<file path="src/rtl/gsa_ram.sv">
// Generic single-write, single-read RAM with registered read data.
`timescale 1ns / 1ps

module gsa_ram #(
    parameter int WIDTH = 8,
    parameter int DEPTH = 16
) (
    input  logic                     clk,
    input  logic                     wr_en,
    input  logic [$clog2(DEPTH)-1:0] wr_addr,
    input  logic [WIDTH-1:0]         wr_data,
    input  logic                     rd_en,
    input  logic [$clog2(DEPTH)-1:0] rd_addr,
    output logic [WIDTH-1:0]         rd_data
);

    logic [WIDTH-1:0] mem [DEPTH];
    logic [WIDTH-1:0] rd_data_reg;

    always_ff @(posedge clk)
    begin
        if (wr_en)
        begin
            mem[wr_addr] <= wr_data;
        end
        if (rd_en)
        begin
            rd_data_reg <= mem[rd_addr];
        end
    end

    assign rd_data = rd_data_reg;

endmodule
</file>
<file path="config.mk">
export PLATFORM = sky130hd
export DESIGN_NAME = gsa_ram
export DESIGN_NICKNAME = d
export VERILOG_FILES = /design/src/rtl/gsa_ram.sv
export SDC_FILE = /design/constraint.sdc
export NUM_CORES = 1
export LEC_CHECK = 0
export BUFFER_PORTS_ARGS = -buffer_cell sky130_fd_sc_hd__buf_2
export CAP_MARGIN = 5
export CORE_MARGIN = 1
export CORE_UTILIZATION = 40
export DETAILED_ROUTE_END_ITERATION = 10
export GPL_TIMING_DRIVEN = 0
export PLACE_DENSITY_LB_ADDON = 0.1
export RECOVER_POWER = 25
export SYNTH_ARGS = -nofsm -noshare
export SYNTH_HDL_FRONTEND = slang
export SYNTH_SLANG_ARGS = --single-unit
</file>
<file path="constraint.sdc">
create_clock -name clk -period 1.8 [get_ports clk]
set_clock_uncertainty 0.05 [all_clocks]
set_input_delay 0.09 -clock clk [delete_from_list [all_inputs] [get_ports clk]]
set_output_delay 0.09 -clock clk [all_outputs]
set_load 0.05 [all_outputs]
</file>
==> impl_metrics.json <==
{
  "run_status": "finished, final reports clean",
  "critPathKind": "register to register",
  "drive_above_1_share": 0.272,
  "final_core_util": 0.486,
  "slew_viol_final": 0,
  "power_density_nw_per_um2": 1180,
  "die_width_um": 116,
  "flop2flop_setup_slack_ps": 110,
  "worstPathRequired_ps": 1900,
  "finalNetCount": 297,
  "finalHoldWorstSlack_ps": 51.7,
  "pin_count_of_the_biggest_net_entering_global_routing": 17,
  "globalRouteOverflowTotal": 0,
  "synth.top_cells.by_area": "sky130_fd_sc_hd__edfxtp_1 78%, sky130_fd_sc_hd__mux4_2 7.8%, sky130_fd_sc_hd__mux4_1 7.0%",
  "vdd.ir_drop.worst_mv": 0.741,
  "min_delay_worst_type": "input port to register",
  "firstDrtPassIters": 4,
  "place_hpwl_um": 6690,
  "syn-mean-instance-area_um2": 22.8,
  "crit_path_end_kind": "register",
  "count_of_yosys_warnings_during_synthesis": 0,
  "synth_top_family_by_area": "multiplexers",
  "simple_gate_share_of_the_synthesized_area": 0.0314,
  "grtUsageMet1": 0.236,
  "site_rows": 41,
  "cell_type_with_the_highest_aggregate_area_in_the_netlist": "sky130_fd_sc_hd__edfxtp_1",
  "avgViaCountPerCell": 5.18,
  "worstSetupStartpointType": "register",
  "grt_setup_unrepaired": "false",
  "synth_compound_gate_area_share": 0.0230,
  "grt.met2_usage": 0.255,
  "final_period_minus_worst_setup_slack_ps": 1690,
  "setup_total_negative_slack_ps": 0,
  "crit_arrival_ps": 1790,
  "route.detailed.drc": 0,
  "clock_network_latency_to_the_later_pin_of_the_worst_skew_pair_ps": 410,
  "h-tree-depth": 4,
  "die_area_um2": 13500,
  "finalSetupViolations": 0,
  "buffer_levels_on_the_longest_clock_path": 2,
  "routed-via-count": 2392,
  "syn-cell-area_um2": 5230,
  "slew-limit-headroom": 0.434,
  "grt_pass1_vias": 2365,
  "gpl.final_weighted_congestion": 0.813,
  "timing.final.crit_share": 0.941,
  "n_antenna_cell": 0,
  "dieHeight_um": 116,
  "synthCells": 229,
  "hold_viol": 0,
  "root_buffer": "sky130_fd_sc_hd__clkbuf_16",
  "max_slew.worst_pin.slew_ps": 846,
  "ys_async_sr_fraction": 0,
  "power.total_uw": 7300,
  "cts.clk_slew.worst_paths_ps": 50,
  "synth-edff-count": 136,
  "design.core.area_um2": 12700,
  "busiest_layer": "met2",
  "routed_wl_um": 10300,
  "power.static_leakage_uw": 0.00205,
  "avgRoutedWirePerCell_um": 22.3,
  "fmaxAchievable_mhz": 591,
  "tritoncts_buffers": 17,
  "post-place-cells": 430,
  "mappedNetlistNets": 248,
  "path_max_fanout": 1,
  "cts_num_sinks": 136,
  "yosys_most_used_dff": "sky130_fd_sc_hd__edfxtp_1",
  "drtAntennaViolNets": 0,
  "effective_utilization_at_floorplan": 0.413,
  "global_route.usage.total": 0.171,
  "max_cap_violations": 0,
  "final_cell_count_without_fillers": 462,
  "synth.distinct_cells": 18,
  "synth_xor_xnor_area_share": 0,
  "yosys.cell_count.top_type": "sky130_fd_sc_hd__edfxtp_1",
  "cts_setup_buffers": 0,
  "grt_pass1_wl_um": 15000,
  "area_growth_pct": 17.9,
  "yosys-mux-area-fraction": 0.148,
  "globalRouteMet3Util": 0.0436,
  "postSynthRegisterBits": 136,
  "io_buffers": 25,
  "synth_seq_area_share": 0.781,
  "number_of_antenna_violations_at_the_first_check_in_global_routing": 0,
  "drt_first_iter_violations": 134,
  "yosys.area.top_type_share": 0.781,
  "synth_adder_area_share": 0,
  "cts_tree": "built",
  "design.portCount": 27,
  "largest_register_ffs": 128,
  "synth_common_cells": "136 x sky130_fd_sc_hd__edfxtp_1, 18 x sky130_fd_sc_hd__mux4_2, 16 x sky130_fd_sc_hd__a22oi_1",
  "cts_resized": 0
}
## worst max-delay path, stage by stage (launching register included)
cell                       delay, ps
sky130_fd_sc_hd__edfxtp_1        350
sky130_fd_sc_hd__mux4_1          530
sky130_fd_sc_hd__a22oi_1         390
sky130_fd_sc_hd__nand2_1         110
## power breakdown
part | internal (uW) | switching [uW]
logic | 138 | 254
registers | 3570 | 13.4
clock network | 2130 | 1190
## area by class of cell
class / count / area (um^2)
Fill cell: 1054 / 6510
Buffer: 10 / 86.3
Sequential cell: 136 / 4080
Timing Repair Buffer: 30 / 155
Clock buffer: 18 / 429
Tap cell: 172 / 215
Multi-Input combinational cell: 83 / 1060
Clock inverter: 13 / 136
## path summary, 6_finish.rpt
check,start,end,cells after the start
worst max-delay path,mem[1][0],rd_data[0],3
worst min-delay path,wr_data[2],mem[10][2],1
worst max register to register,mem[1][0],rd_data[0],3
worst min register to register,mem[15][0],rd_data[0],3
## placed cells by master, fill, tap and decap left out
cell / count
sky130_fd_sc_hd__edfxtp_1: 136
sky130_fd_sc_hd__buf_2: 23
sky130_fd_sc_hd__mux4_2: 18
sky130_fd_sc_hd__clkbuf_16: 17
sky130_fd_sc_hd__a22oi_1: 16
sky130_fd_sc_hd__mux4_1: 14
sky130_fd_sc_hd__nor2_1: 13
sky130_fd_sc_hd__nand2_1: 9
sky130_fd_sc_hd__clkinv_2: 7
sky130_fd_sc_hd__clkbuf_1: 7
sky130_fd_sc_hd__buf_4: 4
sky130_fd_sc_hd__nor3_1: 4
sky130_fd_sc_hd__buf_6: 3
sky130_fd_sc_hd__clkdlybuf4s25_2: 3
sky130_fd_sc_hd__bufinv_16: 3
sky130_fd_sc_hd__clkinv_1: 3
sky130_fd_sc_hd__nand3b_1: 2
sky130_fd_sc_hd__nand2b_1: 2
sky130_fd_sc_hd__nor2b_1: 1
sky130_fd_sc_hd__and2_1: 1
sky130_fd_sc_hd__and2b_1: 1
sky130_fd_sc_hd__nand3_1: 1
sky130_fd_sc_hd__or3b_2: 1
sky130_fd_sc_hd__dlygate4sd3_1: 1
## kinds of logic after synthesis
family                 count (synthesis)
AOI/OAI and AO/OA                     16
DFF                                  136
buffers and inverters                 10
and+or+nand+nor                       35
muxes                                 32
## through the flow
stage / worst slack [ps] / cell area (um^2)
after floorplan: 167 / 5230
after global placement: -467 / 5570
after detailed placement: -57.7 / 5600
after CTS: 141 / 6170
after global routing: 106 / 6160
final: 107 / 6160
## routing by layer
layer  share of wire  wire length, um
met5               0                0
met4           0.017              172
met2            0.48             4900
met3           0.044              450
met1            0.46             4770
## what timing repair did
| item | 4_1_cts | 5_1_grt |
|---|---|---|
| endpoints found under the hold margin | 8 | 0 |
| setup endpoints to repair | 0 | 0 |
| hold buffers | 1 | 0 |
(Power assumes the default switching activity.)
